==> config.mk <==
export PLATFORM = sky130hd
export DESIGN_NAME = lgpm_dp
export DESIGN_NICKNAME = d
export VERILOG_FILES = /design/src/hdl/lgpm_pkg.sv /design/src/hdl/lgpm_dp.sv
export VERILOG_INCLUDE_DIRS = /design/src /design/src/hdl
export SDC_FILE = /design/constraint.sdc
export NUM_CORES = 2
export LEC_CHECK = 0
export BUFFER_PORTS_ARGS = -buffer_cell sky130_fd_sc_hd__buf_2
export CAP_MARGIN = 30
export CORE_AREA = 8 8 357 359
export CTS_BUF_LIST = sky130_fd_sc_hd__clkbuf_8
export CTS_CLUSTER_SIZE = 8
export DETAILED_ROUTE_END_ITERATION = 12
export DIE_AREA = 0 0 365 367
export REMOVE_ABC_BUFFERS = 1
export SLEW_MARGIN = 25
export SYNTH_ARGS = -nofsm -noshare
export SYNTH_HDL_FRONTEND = slang
export SYNTH_SLANG_ARGS = --single-unit
==> constraint.sdc <==
create_clock -name clk_i -period 9 [get_ports clk_i]
set_input_delay 1.8 -clock clk_i [delete_from_list [all_inputs] [get_ports clk_i]]
set_output_delay 1.8 -clock clk_i [all_outputs]
set_load 0.005 [all_outputs]
==> src/hdl/assert_macros.svh <==
// ----------------------------------------------------------------------------
// assert_macros.svh
// Assertion shorthands. Clock clk_i and active-low reset rst_ni are assumed.
// ----------------------------------------------------------------------------
`ifndef ASSERT_MACROS_SVH
`define ASSERT_MACROS_SVH

// same-cycle implication
`define ASSERT_NOW(lbl, ante, cons, msg) \
  lbl: assert property (@(posedge clk_i) disable iff (!rst_ni) (ante) |-> (cons)) \
    else $error(msg);

// next-cycle implication
`define ASSERT_NEXT(lbl, ante, cons, msg) \
  lbl: assert property (@(posedge clk_i) disable iff (!rst_ni) (ante) |=> (cons)) \
    else $error(msg);

`endif

==> src/hdl/lgpm_pkg.sv <==
// ----------------------------------------------------------------------------
// lgpm_pkg
// Shared constants, config codes and controller/datapath command types.
// ----------------------------------------------------------------------------
`default_nettype none

package lgpm_pkg;

  localparam int COORD_BITS_DEF = 18;
  localparam int RINGS          = 16;
  localparam int RING_W         = 4;
  localparam int COL_W          = 11;
  localparam int IDX_W          = 15;
  localparam int SLOPE_W        = 16;
  localparam int TOP_W          = 4;
  localparam int Q_SHIFT        = 16;
  localparam int CFG_DATA_W     = 16;
  localparam int CFG_IDX_W      = 1;

  typedef logic [CFG_IDX_W-1:0] cfg_idx_t;

  localparam cfg_idx_t CFG_SLOPE_SQ = 1'b0;
  localparam cfg_idx_t CFG_TOP_RING = 1'b1;

  localparam logic [SLOPE_W-1:0] SLOPE_RST = 16'd2038;
  localparam logic [TOP_W-1:0]   TOP_RST   = 4'd4;

  // shared multiplier operand select
  typedef enum logic [1:0] {
    SEL_DX,
    SEL_DY,
    SEL_DZ,
    SEL_H
  } mul_sel_e;

  typedef struct packed {
    logic     in_load;   // capture point, update previous point
    mul_sel_e sel;
    logic     h_init;    // h = dx^2
    logic     h_acc;     // h += dy^2
    logic     dz_load;   // dz2 = dz^2
    logic     rhs_load;  // rhs = slope * h
    logic     out_load;  // write result register
  } cmd_t;

  typedef struct packed {
    logic elig;      // incoming point forms a checked pair
    logic out_free;  // result register can take a beat
  } sts_t;

endpackage

`default_nettype wire

==> src/hdl/lgpm_dp.sv <==
// ----------------------------------------------------------------------------
// lgpm_dp
// Datapath: previous point, config, shared multiplier, result register.
// ----------------------------------------------------------------------------
`default_nettype none
`include "assert_macros.svh"

module lgpm_dp
  import lgpm_pkg::*;
#(
  parameter int COORD_BITS = COORD_BITS_DEF
)(
  input  wire                          clk_i,
  input  wire                          rst_ni,
  input  wire                          cfg_we_i,
  input  wire  [CFG_IDX_W-1:0]         cfg_idx_i,
  input  wire  [CFG_DATA_W-1:0]        cfg_data_i,
  input  wire  [RING_W-1:0]            ring_i,
  input  wire  [COL_W-1:0]             column_i,
  input  wire  signed [COORD_BITS-1:0] x_i,
  input  wire  signed [COORD_BITS-1:0] y_i,
  input  wire  signed [COORD_BITS-1:0] z_i,
  input  wire  cmd_t                   cmd_i,
  output sts_t                         sts_o,
  output logic                         out_valid_o,
  input  wire                          out_ready_i,
  output logic                         pair_checked_o,
  output logic                         is_ground_o,
  output logic [IDX_W-1:0]             lower_index_o,
  output logic [IDX_W-1:0]             upper_index_o
);

  localparam int DW  = COORD_BITS + 1;                   // |diff| width
  localparam int SQW = 2 * DW;                           // square width
  localparam int HW  = SQW + 1;                          // dx^2 + dy^2
  localparam int BW  = (DW > SLOPE_W) ? DW : SLOPE_W;    // mult B operand
  localparam int PW  = HW + BW;                          // product width

  function automatic logic [DW-1:0] abs_diff(input logic [COORD_BITS-1:0] a,
                                             input logic [COORD_BITS-1:0] b);
    logic signed [DW-1:0] d;
    d = $signed({a[COORD_BITS-1], a}) - $signed({b[COORD_BITS-1], b});
    return d[DW-1] ? DW'(-d) : DW'(d);
  endfunction

  // config
  logic [SLOPE_W-1:0] slope_q;
  logic [TOP_W-1:0]   top_q;

  // previous point
  logic                  prev_valid_q;
  logic [RING_W-1:0]     prev_ring_q;
  logic [COL_W-1:0]      prev_col_q;
  logic [COORD_BITS-1:0] prev_x_q, prev_y_q, prev_z_q;

  // work registers
  logic             elig_q;
  logic [DW-1:0]    dx_q, dy_q, dz_q;
  logic [IDX_W-1:0] lo_idx_q, up_idx_q;
  logic [HW-1:0]    h_q;
  logic [SQW-1:0]   dz2_q;
  logic [PW-1:0]    rhs_q;

  // result register
  logic             out_valid_q;
  logic             checked_q, ground_q;
  logic [IDX_W-1:0] lower_q, upper_q;

  logic             elig;
  logic [IDX_W-1:0] lo_idx, up_idx;
  logic [HW-1:0]    mul_a;
  logic [BW-1:0]    mul_b;
  logic [PW-1:0]    prod;
  logic [PW-1:0]    lhs;
  logic             out_free;

  assign elig = prev_valid_q && (column_i == prev_col_q) &&
                ({1'b0, ring_i} == ({1'b0, prev_ring_q} + (RING_W+1)'(1))) &&
                (ring_i <= top_q);

  assign lo_idx = IDX_W'(IDX_W'(prev_col_q) * IDX_W'(RINGS) + IDX_W'(prev_ring_q));
  assign up_idx = IDX_W'(IDX_W'(column_i) * IDX_W'(RINGS) + IDX_W'(ring_i));

  always_comb begin
    unique case (cmd_i.sel)
      SEL_DX: begin
        mul_a = HW'(dx_q);
        mul_b = BW'(dx_q);
      end
      SEL_DY: begin
        mul_a = HW'(dy_q);
        mul_b = BW'(dy_q);
      end
      SEL_DZ: begin
        mul_a = HW'(dz_q);
        mul_b = BW'(dz_q);
      end
      SEL_H: begin
        mul_a = h_q;
        mul_b = BW'(slope_q);
      end
      default: begin
        mul_a = '0;
        mul_b = '0;
      end
    endcase
  end

  assign prod = PW'(mul_a) * PW'(mul_b);
  // dz^2 * 2^16
  assign lhs  = PW'({dz2_q, Q_SHIFT'(0)});

  assign out_free       = !out_valid_q || out_ready_i;
  assign sts_o.elig     = elig;
  assign sts_o.out_free = out_free;

  always_ff @(posedge clk_i or negedge rst_ni) begin
    if (!rst_ni) begin
      slope_q      <= SLOPE_RST;
      top_q        <= TOP_RST;
      prev_valid_q <= 1'b0;
      out_valid_q  <= 1'b0;
    end else begin
      if (cfg_we_i) begin
        unique case (cfg_idx_i)
          CFG_SLOPE_SQ: slope_q <= cfg_data_i[SLOPE_W-1:0];
          CFG_TOP_RING: top_q   <= cfg_data_i[TOP_W-1:0];
          default:      ;
        endcase
      end
      if (cmd_i.in_load) begin
        prev_valid_q <= 1'b1;
      end
      if (cmd_i.out_load) begin
        out_valid_q <= 1'b1;
      end else if (out_ready_i) begin
        out_valid_q <= 1'b0;
      end
    end
  end

  always_ff @(posedge clk_i) begin
    if (cmd_i.in_load) begin
      prev_ring_q <= ring_i;
      prev_col_q  <= column_i;
      prev_x_q    <= x_i;
      prev_y_q    <= y_i;
      prev_z_q    <= z_i;
      elig_q      <= elig;
      dx_q        <= abs_diff(x_i, prev_x_q);
      dy_q        <= abs_diff(y_i, prev_y_q);
      dz_q        <= abs_diff(z_i, prev_z_q);
      lo_idx_q    <= elig ? lo_idx : '0;
      up_idx_q    <= elig ? up_idx : '0;
    end
    if (cmd_i.h_init) begin
      h_q <= HW'(prod);
    end else if (cmd_i.h_acc) begin
      h_q <= h_q + HW'(prod);
    end
    if (cmd_i.dz_load) begin
      dz2_q <= SQW'(prod);
    end
    if (cmd_i.rhs_load) begin
      rhs_q <= prod;
    end
    if (cmd_i.out_load) begin
      checked_q <= elig_q;
      ground_q  <= elig_q && (lhs <= rhs_q);
      lower_q   <= lo_idx_q;
      upper_q   <= up_idx_q;
    end
  end

  assign out_valid_o    = out_valid_q;
  assign pair_checked_o = checked_q;
  assign is_ground_o    = ground_q;
  assign lower_index_o  = lower_q;
  assign upper_index_o  = upper_q;

  `ASSERT_NEXT(a_load_sets_valid, cmd_i.out_load, out_valid_q, "result beat lost")
  `ASSERT_NOW(a_ground_is_checked, out_valid_q && ground_q, checked_q,
              "ground flag without checked pair")

endmodule

`default_nettype wire

==> metrics.cfg <==
[timing]
finalHoldViolations = 0
fmax_mhz = 109
period_minus_slack_ns = 9.19
tns_ns = -1.24
finalSetupViolations = 10
clock_skew_ns = 0.0527
rsz0062_at_grt = true
fin_crit_sh_pct = 102
slew_violations = 0
hold_ws_ns = 0.416
slew_headroom_pct = 37.1
worst_pin_slew_ns = 0.937
setup_slack_ns = -0.191

[route]
wl_mm = 130
ant_nets = 0
drtIter0Drc = 2604
drcViolationCount = 0
wl_per_cell_um = 19.2
via_count = 33900
via_per_inst = 5.00
dr.pass1.iters = 5

[cts]
cts_root_buf = clkbuf_8
clkSinkCount = 346
worst_skew_pair.late_latency_ns = 0.73
cts_max_level = 2
cts_tree = done
clk_path_buf_depth = 3
cts_made_buffers = 59
clk_pin_slew_worst_paths_ns = 0.06

[run_status]
outcome = finished with violations
failed_checks = negative setup slack

[critical_path]
path_buf_inv = 9
startpoint_type = input pin
slowest_stage = fa_1
endpoint_kind = register
max_stage_delay_ns = 0.57
path_max_fanout = 6
cp.required_ns = 9.44
criticalPathCategory = in -> reg
path_delay_family = adder cells
crit_arrival_ns = 9.63

[final_layout]
area_delta_synth_final_pct = 24.6
fin_nets = 6122
drive_gt1_share_pct = 23.0
fillers = 11700
final_common_cell = inv_1
layout_common_cells = inv_1, fa_1, buf_4

[floorplanning]
core-area_mm2 = 0.121
ioPinCount = 133
rows = 128
fp.dieH_um = 367
die_w_um = 365
die-area_mm2 = 0.134
initial_core_util_pct = 34.8

[yosys]
synthTopCellsByArea = fa_1, edfxtp_1, ha_1
syn_area_per_cell_um2 = 9.64
yosys.area.top_type = fa_1
ys.flop_type = edfxtp_1
synth_top_area_share_pct = 29.9
ys_seq_elements = 346
syn_area_mm2 = 0.0423
seq_area_frac_synth_pct = 24.4
netlist_instances = 4385
synth_edf_count = 324
async_flop_share_pct = 6.36
ys_types = 89
ys_warn_count = 0

[global_route]
grt_overflow = 0
grt_pass1_wl_mm = 202
track_usage_pct = 19.1
grt_max_degree = 97
grt_pass1_vias = 35100
antenna_found_initial = 6

[placed_design]
place.port_buffers = 132
dp_hpwl_mm = 107
routabilityCongestion = 0.958

[job]
cap_violations = 0

[hold_path]
hold_class = reg -> reg

[metrics by stage]
step / cells / utilization, % / instance area [um^2] / worst slack (ns)
6_report: 6787 / 43.4 / 52700 / -0.191
5_1_grt: 6785 / 43.4 / 52700 / -0.437
4_1_cts: 6736 / 42.1 / 51100 / -0.170
3_5_place_dp: 6596 / 40.3 / 49000 / -1.69
3_3_place_gp: 6596 / 40.3 / 49000 / -1.61
2_1_floorplan: 4269 / - / 41800 / -1.43
[final cells by class]
cell class / count / area [um^2] / share of cell area, %
tap: 1625 / 2030 / 3.86
clock inverter: 45 / 350 / 0.665
multi-input combinational: 3149 / 30100 / 57.1
inverter: 774 / 2910 / 5.52
clock buffer: 62 / 853 / 1.62
timing repair buffer: 780 / 6150 / 11.7
antenna: 6 / 15.0 / 0.0285
sequential: 346 / 10300 / 19.5
[worst paths after layout]
path / start / endpoint / slack (ns) / depth (start not counted)
max: cmd_i[5] / h_q[36] / -0.19 / 35
min: lo_idx_q[4] / lower_index_o[4] / 0.42 / 0
max reg2reg: dy_q[2] / h_q[36] / 0.65 / 30
min reg2reg: lo_idx_q[4] / lower_index_o[4] / 0.42 / 0
max in group asynchronous: rst_ni / slope_q[9] / 7.55 / 1
min in group asynchronous: rst_ni / out_valid_o / 1.07 / 1
[per-layer routing]
metal | GRT usage [%] | wire length [um] | vias up | share of wire (%)
li1 | - | - | 15600 | -
met1 | 25.8 | 54900 | 16900 | 42
met2 | 31.0 | 60200 | 1202 | 46
met3 | 3.16 | 9510 | 259 | 7.3
met4 | 6.90 | 5450 | 0 | 4.2
met5 | 0 | 0 | - | 0
[cells in the mapped netlist, drive strengths merged (8+ instances only)]
cell	number
and3	45
nor3b	8
nor3	27
nand2	541
mux2	31
dfstp	10
or3	11
clkbuf	162
nand4	34
buf	12
a21o	100
nor4	12
a311oi	8
o21ai	112
mux2i	41
o31ai	10
o21bai	19
inv	772
ha	282
xnor2	111
nor2b	30
a31oi	30
o21a	25
fa	632
dfrtp	12
a21oi	195
xor2	71
or4	8
a211oi	33
and2	61
nand2b	39
o211ai	18
edfxtp	324
nand3	30
nor2	410
[registers in the layout, indices dropped and copies added, names as in the netlist, 15 cells and up]
signal         flops
prev_x_q          18
rhs_q             58
h_q               39
upper_index_o     15
lower_index_o     15
dy_q              19
dx_q              19
dz2_q             38
prev_z_q          18
lo_idx_q          15
slope_q           16
prev_y_q          18
up_idx_q          15
dz_q              19
[timing repair]
item / in CTS / in global routing
gates resized for setup: 140 / 254
gates cloned: 3 / 6
endpoints found under the setup margin: 17 / 24
buffers inserted: 30 / 41
pin swaps: 43 / 134
hold buffers: 0 / 0
[cells by family (layout without fill, tap and decap cells)]
family | count (synthesis) | count (layout) | synth area share [%]
AO/OA/AOI/OAI | 639 | 639 | 9.86
XOR/XNOR | 182 | 182 | 3.77
adder cells (fa/ha/maj) | 914 | 914 | 38.3
buffers and inverters | 948 | 1661 | 8.46
flip-flops | 346 | 346 | 24.4
multiplexers | 72 | 72 | 1.80
other | 2 | 66 | 0.0178
AND/OR/NAND/NOR | 1282 | 1282 | 13.5
Power is left out: the tool's default activity adds up to more than one toggle a clock period on the data nets, which glitch-free logic cannot reach.
