`src/hdl/assert_macros.svh`:
```
// ----------------------------------------------------------------------------
// assert_macros.svh
// Assertion shorthands. Clock clk_i and active-low reset rst_ni are assumed.
// ----------------------------------------------------------------------------
`ifndef ASSERT_MACROS_SVH
`define ASSERT_MACROS_SVH

// same-cycle implication
`define ASSERT_NOW(lbl, ante, cons, msg) \
  lbl: assert property (@(posedge clk_i) disable iff (!rst_ni) (ante) |-> (cons)) \
    else $error(msg);

// next-cycle implication
`define ASSERT_NEXT(lbl, ante, cons, msg) \
  lbl: assert property (@(posedge clk_i) disable iff (!rst_ni) (ante) |=> (cons)) \
    else $error(msg);

`endif

```
`src/hdl/lgpm_pkg.sv`:
```
// ----------------------------------------------------------------------------
// lgpm_pkg
// Shared constants, config codes and controller/datapath command types.
// ----------------------------------------------------------------------------
`default_nettype none

package lgpm_pkg;

  localparam int COORD_BITS_DEF = 18;
  localparam int RINGS          = 16;
  localparam int RING_W         = 4;
  localparam int COL_W          = 11;
  localparam int IDX_W          = 15;
  localparam int SLOPE_W        = 16;
  localparam int TOP_W          = 4;
  localparam int Q_SHIFT        = 16;
  localparam int CFG_DATA_W     = 16;
  localparam int CFG_IDX_W      = 1;

  typedef logic [CFG_IDX_W-1:0] cfg_idx_t;

  localparam cfg_idx_t CFG_SLOPE_SQ = 1'b0;
  localparam cfg_idx_t CFG_TOP_RING = 1'b1;

  localparam logic [SLOPE_W-1:0] SLOPE_RST = 16'd2038;
  localparam logic [TOP_W-1:0]   TOP_RST   = 4'd4;

  // shared multiplier operand select
  typedef enum logic [1:0] {
    SEL_DX,
    SEL_DY,
    SEL_DZ,
    SEL_H
  } mul_sel_e;

  typedef struct packed {
    logic     in_load;   // capture point, update previous point
    mul_sel_e sel;
    logic     h_init;    // h = dx^2
    logic     h_acc;     // h += dy^2
    logic     dz_load;   // dz2 = dz^2
    logic     rhs_load;  // rhs = slope * h
    logic     out_load;  // write result register
  } cmd_t;

  typedef struct packed {
    logic elig;      // incoming point forms a checked pair
    logic out_free;  // result register can take a beat
  } sts_t;

endpackage

`default_nettype wire

```
`src/hdl/lgpm_ctrl.sv`:
```
// ----------------------------------------------------------------------------
// lgpm_ctrl
// Sequencer: one shared multiplier over dx^2, dy^2, dz^2, slope*h.
// ----------------------------------------------------------------------------
`default_nettype none
`include "assert_macros.svh"

module lgpm_ctrl
  import lgpm_pkg::*;
(
  input  wire       clk_i,
  input  wire       rst_ni,
  input  wire       in_valid_i,
  output logic      in_ready_o,
  input  wire sts_t sts_i,
  output cmd_t      cmd_o
);

  localparam logic [2:0] ST_IDLE = 3'd0;
  localparam logic [2:0] ST_MX   = 3'd1;
  localparam logic [2:0] ST_MY   = 3'd2;
  localparam logic [2:0] ST_MZ   = 3'd3;
  localparam logic [2:0] ST_MS   = 3'd4;
  localparam logic [2:0] ST_WB   = 3'd5;

  logic [2:0] state_q, state_d;
  logic       accept;

  assign in_ready_o = (state_q == ST_IDLE) || ((state_q == ST_WB) && sts_i.out_free);
  assign accept     = in_valid_i && in_ready_o;

  always_comb begin
    state_d       = state_q;
    cmd_o         = '0;
    cmd_o.sel     = SEL_DX;
    cmd_o.in_load = accept;
    unique case (state_q)
      ST_IDLE: begin
        if (accept) begin
          state_d = sts_i.elig ? ST_MX : ST_WB;
        end
      end
      ST_MX: begin
        cmd_o.sel    = SEL_DX;
        cmd_o.h_init = 1'b1;
        state_d      = ST_MY;
      end
      ST_MY: begin
        cmd_o.sel   = SEL_DY;
        cmd_o.h_acc = 1'b1;
        state_d     = ST_MZ;
      end
      ST_MZ: begin
        cmd_o.sel     = SEL_DZ;
        cmd_o.dz_load = 1'b1;
        state_d       = ST_MS;
      end
      ST_MS: begin
        cmd_o.sel      = SEL_H;
        cmd_o.rhs_load = 1'b1;
        state_d        = ST_WB;
      end
      ST_WB: begin
        if (sts_i.out_free) begin
          cmd_o.out_load = 1'b1;
          if (accept) begin
            state_d = sts_i.elig ? ST_MX : ST_WB;
          end else begin
            state_d = ST_IDLE;
          end
        end
      end
      default: begin
        state_d = ST_IDLE;
      end
    endcase
  end

  always_ff @(posedge clk_i or negedge rst_ni) begin
    if (!rst_ni) begin
      state_q <= ST_IDLE;
    end else begin
      state_q <= state_d;
    end
  end

  `ASSERT_NOW(a_load_needs_room, cmd_o.out_load, sts_i.out_free, "result written while full")
  `ASSERT_NEXT(a_pair_starts_mul, accept && sts_i.elig, state_q == ST_MX,
               "checked pair did not start multiply sequence")
  `ASSERT_NOW(a_accept_when_free, accept, (state_q == ST_IDLE) || cmd_o.out_load,
              "point taken while busy")

endmodule

`default_nettype wire

```
`config.mk`:
```
export PLATFORM = sky130hd
export DESIGN_NAME = lgpm_ctrl
export DESIGN_NICKNAME = d
export VERILOG_FILES = /design/src/hdl/lgpm_pkg.sv /design/src/hdl/lgpm_ctrl.sv
export VERILOG_INCLUDE_DIRS = /design/src /design/src/hdl
export SDC_FILE = /design/constraint.sdc
export NUM_CORES = 1
export LEC_CHECK = 0
export BUFFER_PORTS_ARGS = -buffer_cell sky130_fd_sc_hd__buf_4
export CORE_AREA = 2 2 39 41
export CTS_CLUSTER_DIAMETER = 80
export DETAILED_ROUTE_END_ITERATION = 10
export DIE_AREA = 0 0 41 43
export GPL_TIMING_DRIVEN = 0
export PLACE_DENSITY = 0.45
export SLEW_MARGIN = 20
export SYNTH_ARGS = -nofsm -noshare
export SYNTH_HDL_FRONTEND = slang
export SYNTH_SLANG_ARGS = --single-unit
```
`constraint.sdc`:
```
create_clock -name clk_i -period 2.3 [get_ports clk_i]
set_input_delay 0.46 -clock clk_i [delete_from_list [all_inputs] [get_ports clk_i]]
set_output_delay 0.46 -clock clk_i [all_outputs]
set_load 0.02 [all_outputs]
```
==> results of run 1 <==
## per-stage QoR
stage                      util  setup WS [ps]  power, uW  instance area [um^2]
after floorplan               -            634        399                   249
after global placement    0.265            621        544                   367
after detailed placement  0.265            615        546                   367
after CTS                 0.284            364        641                   393
after global routing      0.284            304        692                   393
final                     0.284            378        630                   393
## worst paths after layout
kind / from / to / slack, ps / cells after the start
setup / recovery: state_q[2] / cmd_o[7] / 380 / 6
hold / removal: rst_ni / state_q[0] / 7 / 1
setup reg to reg: state_q[2] / state_q[2] / 1190 / 4
hold reg to reg: state_q[0] / state_q[0] / 580 / 2
max in group asynchronous: rst_ni / state_q[1] / 2200 / 1
min in group clk_i: sts_i[1] / state_q[2] / 580 / 4
## layer usage
metal  track usage  vias to the layer above  part of all wire
met5             0                        -                 0
met4        0.0800                        0             0.038
met3        0.0366                        4             0.087
met2         0.113                       13              0.41
met1         0.116                      102              0.46
li1              -                      137                 -
## cell families after synthesis
| kind of cell | synth area share |
|---|---|
| AO/OA/AOI/OAI | 0.201 |
| XOR/XNOR | 0.0352 |
| buffers and inverters | 0.141 |
| flip-flops | 0.301 |
| AND/OR/NAND/NOR | 0.322 |
## critical path: cells and delay by family, from the launching register on
kind	cells	cell delay, ps
flip-flops	1	340
buffers and inverters	3	380
AO/OA/AOI/OAI	1	120
AND/OR/NAND/NOR	2	380
## where the power goes
part	switching (uW)	internal [uW]
clock	26.8	65.0
sequential	28.7	78.7
combinational	232	199
## layout by cell type, fill, tap and decap left out, types with 2 or more instances in the layout
| cell | netlist | final |
|---|---|---|
| buf_4 | 1 | 14 |
| nor2_1 | 5 | 5 |
| nand2_1 | 3 | 3 |
| o21ai_0 | 3 | 3 |
| clkbuf_4 | 0 | 3 |
| dfrtp_1 | 3 | 3 |
| nand2b_1 | 2 | 2 |
| inv_1 | 2 | 2 |
| a21oi_1 | 2 | 2 |
## area by class of cell
class	count	area [um^2]	area share
Timing Repair Buffer	13	97.6	0.248
Tap cell	16	20.0	0.0510
Buffer	3	23.8	0.0605
Inverter	3	11.3	0.0287
Clock buffer	4	26.3	0.0669
Multi-Input combinational cell	24	139	0.354
Sequential cell	3	75.1	0.191
==> metrics.txt, run 1 <==
Synth top area share 0.302; Final setup viols 0; Max stage delay on crit path 340 ps; Net Count, Synth 38; Setup CP Type reg2out; CTS Sinks 3; WL/cell 9.09 um; Overflow after GRT 0; Post-synth top cells nor2_1, dfrtp_1, nand2_1, o21ai_0; most frequent cell after synthesis nor2_1; ys flop type dfrtp_1; CP most frequent cell buf_4; area grow syn2layout 57.8%; EDFF count, synth 0; Root Buffer clkbuf_4; Pins Over Slew Limit 0; Worst EP required 1840 ps; Setup TNS Final 0 ps; H-tree levels 1; final non-filler cell total 66; Distinct cells, synth 20; # diodes 0; Final Hold Slack 7.24 ps; share of cells above drive strength 1 0.440; DR pass1 iterations 2; Die ar. 1760 um^2; Port Buffers 13; Num CTS Buffers 3; Starting Density 0.180; dpl hpwl 444 um; run status completed; max reg flops 3; initial antenna violation count 0; Slew headroom 0.780; Final Net Count 56; Worst EP arrival 1460 ps; Fin. Hold Viols 0; clk_skew 0.152 ps; die width 41 um; Leak 0.000200 uW; number of global-route vias before repair 250; gpl congestion 0.667; crit-path cells buf_2 -> or2_4 -> a21oi_4 -> and2_1 -> buf_4 -> buf_4; Area contributors post-synth dfrtp_1, nor2_1, a21oi_4, o21ai_0, nand2b_1; syn_area_per_cell 7.55 um^2; cell count after synthesis 33; Yosys reg bits 3; Most flops, register state_q; Post-synth ARST share 1.00; Residual DRC 0; pin count of the biggest net entering global routing 11; DR iter-0 viols 1; Post-DRT Antenna Nets 0; sequential fraction of the synthesis area 0.302; unrepaired setup endpoints after global routing no; fill count 161; WL final 600 um; total of max-cap violations 0; min Tclk post-route 1920 ps; fin crit share 0.836; die height 43 um; biggest regs state_q: 3 flops; vias per cell 3.88; Resized Gates After CTS 0; Synth warnings 0; Core Box Area 1380 um^2; CTS tree done; clk buf depth 2; Startpoint Class register; cell accounting for the most synthesized area dfrtp_1; IR drop worst, VDD 0.000434 V; fmax 0.520 GHz; std cell rows 14; Hold-fix buffers, CTS 0; num ports 14; Total GRT Usage 0.0915; Worst-path clk slew 40 ps; class of the worst hold path in2async; DP Cell Count 62; routed via count 256; ratio of total power to cell area 1600 nW/um^2; setup bufs post-CTS 0; first-pass GRT wire length 1030 um; Worst-Skew Late Latency 230 ps; crit-path max FO 10; Post-Syn Area 249 um^2; CP endpoint kind output port; Slowest cell on crit path dfrtp_1; worst slew pin tran 330 ps
Power figures use the tool's default switching activity.
==> inputs of run 2 (changes only) <==
--- a/config.mk
+++ b/config.mk
@@ -6,13 +6,14 @@
 export SDC_FILE = /design/constraint.sdc
 export NUM_CORES = 1
 export LEC_CHECK = 0
+export ABC_AREA = 1
 export BUFFER_PORTS_ARGS = -buffer_cell sky130_fd_sc_hd__buf_4
 export CORE_AREA = 2 2 39 41
 export CTS_CLUSTER_DIAMETER = 80
 export DETAILED_ROUTE_END_ITERATION = 10
 export DIE_AREA = 0 0 41 43
 export GPL_TIMING_DRIVEN = 0
-export PLACE_DENSITY = 0.45
+export PLACE_DENSITY = 0.47
 export SLEW_MARGIN = 20
 export SYNTH_ARGS = -nofsm -noshare
 export SYNTH_HDL_FRONTEND = slang
==> constraint.sdc (replaced) <==
create_clock -name clk_i -period 1.6 [get_ports clk_i]
set_input_delay 0.32 -clock clk_i [delete_from_list [all_inputs] [get_ports clk_i]]
set_output_delay 0.32 -clock clk_i [all_outputs]
set_load 0.02 [all_outputs]
==> run 2 against run 1 <==
Against the previous run:
- first-iteration DRC count increased to 3.0 times the previous value
- clock power grew 43%
- die area did not move
- critical endpoint unchanged
- synthesized cell count rose by 21%
- via count rose by 12%
- global-route usage fell by 0.70 points
- critical path type unchanged
==> metrics.txt, run 2 <==
Post-DRT Antenna Nets 0 (unchanged); CP endpoint kind output port (unchanged); CTS tree done (unchanged); most frequent cell after synthesis nand2_1 (was nor2_1); Net Count, Synth 45 (was 38); clk buf depth 2 (unchanged); pin count of the biggest net entering global routing 5 (was 11); worst r2r dst state_q[0] (was state_q[2]); Final Net Count 67 (was 56); min Tclk post-route 1570 ps; die width 41 um (unchanged); biggest regs state_q: 3 flops (unchanged); dpl hpwl 457 um (was 444 um); max reg flops 3 (unchanged); storage element area 76.3 um^2 (was 75.1 um^2); Worst-path clk slew 40 ps (about the same); Worst EP required 1280 ps (was 1840 ps); syn_area_per_cell 6.35 um^2 (was 7.55 um^2); fill count 161 (unchanged); Synth top area share 0.296 (was 0.302); Core Box Area 1380 um^2 (unchanged); Post-synth ARST share 1.00 (unchanged); run status completed (unchanged); Yosys reg bits 3 (unchanged); cell accounting for the most synthesized area dfrtp_1 (unchanged); die height 43 um (unchanged); unrepaired setup endpoints after global routing yes (was no); class of the worst hold path in2reg (was in2async); Post-Syn Area 254 um^2 (was 249 um^2); worst hold path depth 4; vias per cell 3.73 (was 3.88); worst hold path startpoint sts_i[0]; CTS Sinks 3 (unchanged); EDFF count, synth 0 (unchanged); sequential fraction of the synthesis area 0.296 (was 0.302); Fin. Hold Viols 0 (unchanged); Tot Pwr 945 uW (was 630 uW); Port Buffers 13 (unchanged); crit-path max FO 4 (was 10); Total GRT Usage 0.0844 (was 0.0915); cell count after synthesis 40 (was 33); IR drop worst, VDD 0.000445 V (was 0.000434 V); fin crit share 0.979; Slew headroom 0.906 (was 0.780); area grow syn2layout 74.4% (was 57.8%); WL final 605 um (was 600 um); # diodes 0 (unchanged); Worst EP arrival 1250 ps (was 1460 ps); total of max-cap violations 0 (unchanged); Pins Over Slew Limit 0 (unchanged); Residual DRC 0 (unchanged); Final Hold Slack 377 ps (was 7.24 ps); Overflow after GRT 0 (unchanged); DR iter-0 viols 3 (was 1); Setup CP Type reg2out (unchanged); initial antenna violation count 0 (unchanged); first-pass GRT wire length 966 um (was 1030 um); gpl congestion 0.690 (was 0.667); Synth warnings 0 (unchanged); Leak 0.000275 uW (was 0.000200 uW); Layout Utilization 0.320 (was 0.284); Startpoint Class register (unchanged); most frequent cells in the layout buf_4, nand2_1, inv_1 (was buf_4, nor2_1); routed via count 287 (was 256); num ports 14 (unchanged); ratio of total power to cell area 2130 nW/um^2 (was 1600 nW/um^2); share of cells above drive strength 1 0.525 (was 0.440); fmax 0.638 GHz; cells on worst reg2reg path 7 (was 4); Distinct cells, synth 13 (was 20); commonest non-fill, non-tap cell in the layout buf_4 (unchanged); origin of the critical flop-to-flop path state_q[1] (was state_q[2]); hold path endpoint state_q[2]; DR pass1 iterations 2 (unchanged); r2r setup slk 450 ps (was 1190 ps); H-tree levels 1 (unchanged); Die ar. 1760 um^2 (unchanged); Most flops, register state_q (unchanged); Area contributors post-synth dfrtp_1, nand2_1, inv_1, nor2_2, nand2_2 (was dfrtp_1, nor2_1, a21oi_4, o21ai_0, nand2b_1); Post-synth top cells nand2_1, inv_1, nor2_2 (was nor2_1, dfrtp_1, nand2_1, o21ai_0); Num CTS Buffers 3 (unchanged); Root Buffer clkbuf_4 (unchanged); Setup TNS Final 0 ps (unchanged); ys flop type dfrtp_1 (unchanged); Worst-Skew Late Latency 230 ps (about the same); number of global-route vias before repair 274 (was 250); footprint of the multi-input gates 138 um^2 (was 139 um^2); std cell rows 14 (unchanged); Starting Density 0.184 (was 0.180); Final setup viols 0 (unchanged); worst slew pin tran 141 ps (was 330 ps); clk_skew 0.388 ps (was 0.152 ps); WL/cell 7.86 um (was 9.09 um)
-- run 2: changes by cell type after synthesis, sizes merged, moves of 2 or more --
cell and change:
nand2b -2, nand2 +11, buf -2, inv +8
o21ai -2, a21oi -3, or2 -2
-- run 2: how the worst max path moves through the flow --
| stage | start | endpoint | slack (ps) | cells after the start |
|---|---|---|---|---|
| 2_1_floorplan | state_q[1] | cmd_o[7] | 120 | 6 |
| 3_3_place_gp | state_q[1] | cmd_o[7] | 140 | 7 |
| 3_5_place_dp | state_q[1] | cmd_o[7] | 130 | 7 |
| 4_1_cts | state_q[1] | cmd_o[7] | -5 | 6 |
| 5_1_grt | state_q[0] | cmd_o[7] | -50 | 7 |
| 6_report | state_q[1] | cmd_o[7] | 30 | 6 |
-- run 2: final cells by class --
type | instances | area share
Inverter | 11 | 0.0932
Sequential cell | 3 | 0.172
Multi-Input combinational cell | 25 | 0.311
Clock buffer | 4 | 0.0593
Timing Repair Buffer | 18 | 0.319
Tap cell | 16 | 0.0452
-- run 2: where the power goes --
group | total (uW) | internal [uW] | switching [uW]
registers | 155 | 117 | 38.6
clock network | 131 | 93.4 | 38.0
logic | 658 | 281 | 378
total | 945 | 491 | 454
-- run 2: worst max-delay path: stages, from the launching register on --
cell and delay (ps):
dfrtp_2 430, nor2_4 110, nand2_2 80, nor2_4 100, inv_2 50, a21boi_2 130, buf_6 130
-- run 2: cells by family after synthesis --
| family | Yosys count | share of synthesized area |
|---|---|---|
| AO/OA/AOI/OAI | 2 | 0.0640 |
| buffers and inverters | 12 | 0.192 |
| AND/OR/NAND/NOR | 23 | 0.448 |
| flip-flops | 3 | 0.296 |
-- run 2: what timing repair did --
item,in CTS,in global routing
hold endpoints to repair,3,0
hold buffers,1,0
setup buffers,4,0
setup endpoints to repair,1,5
resized for setup,2,2
pin swaps,2,1
-- run 2: through the flow --
stage	worst slack (ps)	std cells	instance area, um^2
floorplan	121	40	254
global placement	139	69	372
detailed placement	126	69	372
CTS	-5.40	77	439
global route	-52.1	77	443
finish	33.7	77	443
-- run 2: per-layer routing --
layer  vias up  track usage  part of all wire
li1        158            -                 -
met3         0       0.0157             0.040
met2         3        0.144              0.62
met1       126       0.0742              0.34
met4         0       0.0800                 0
met5         -            0                 0
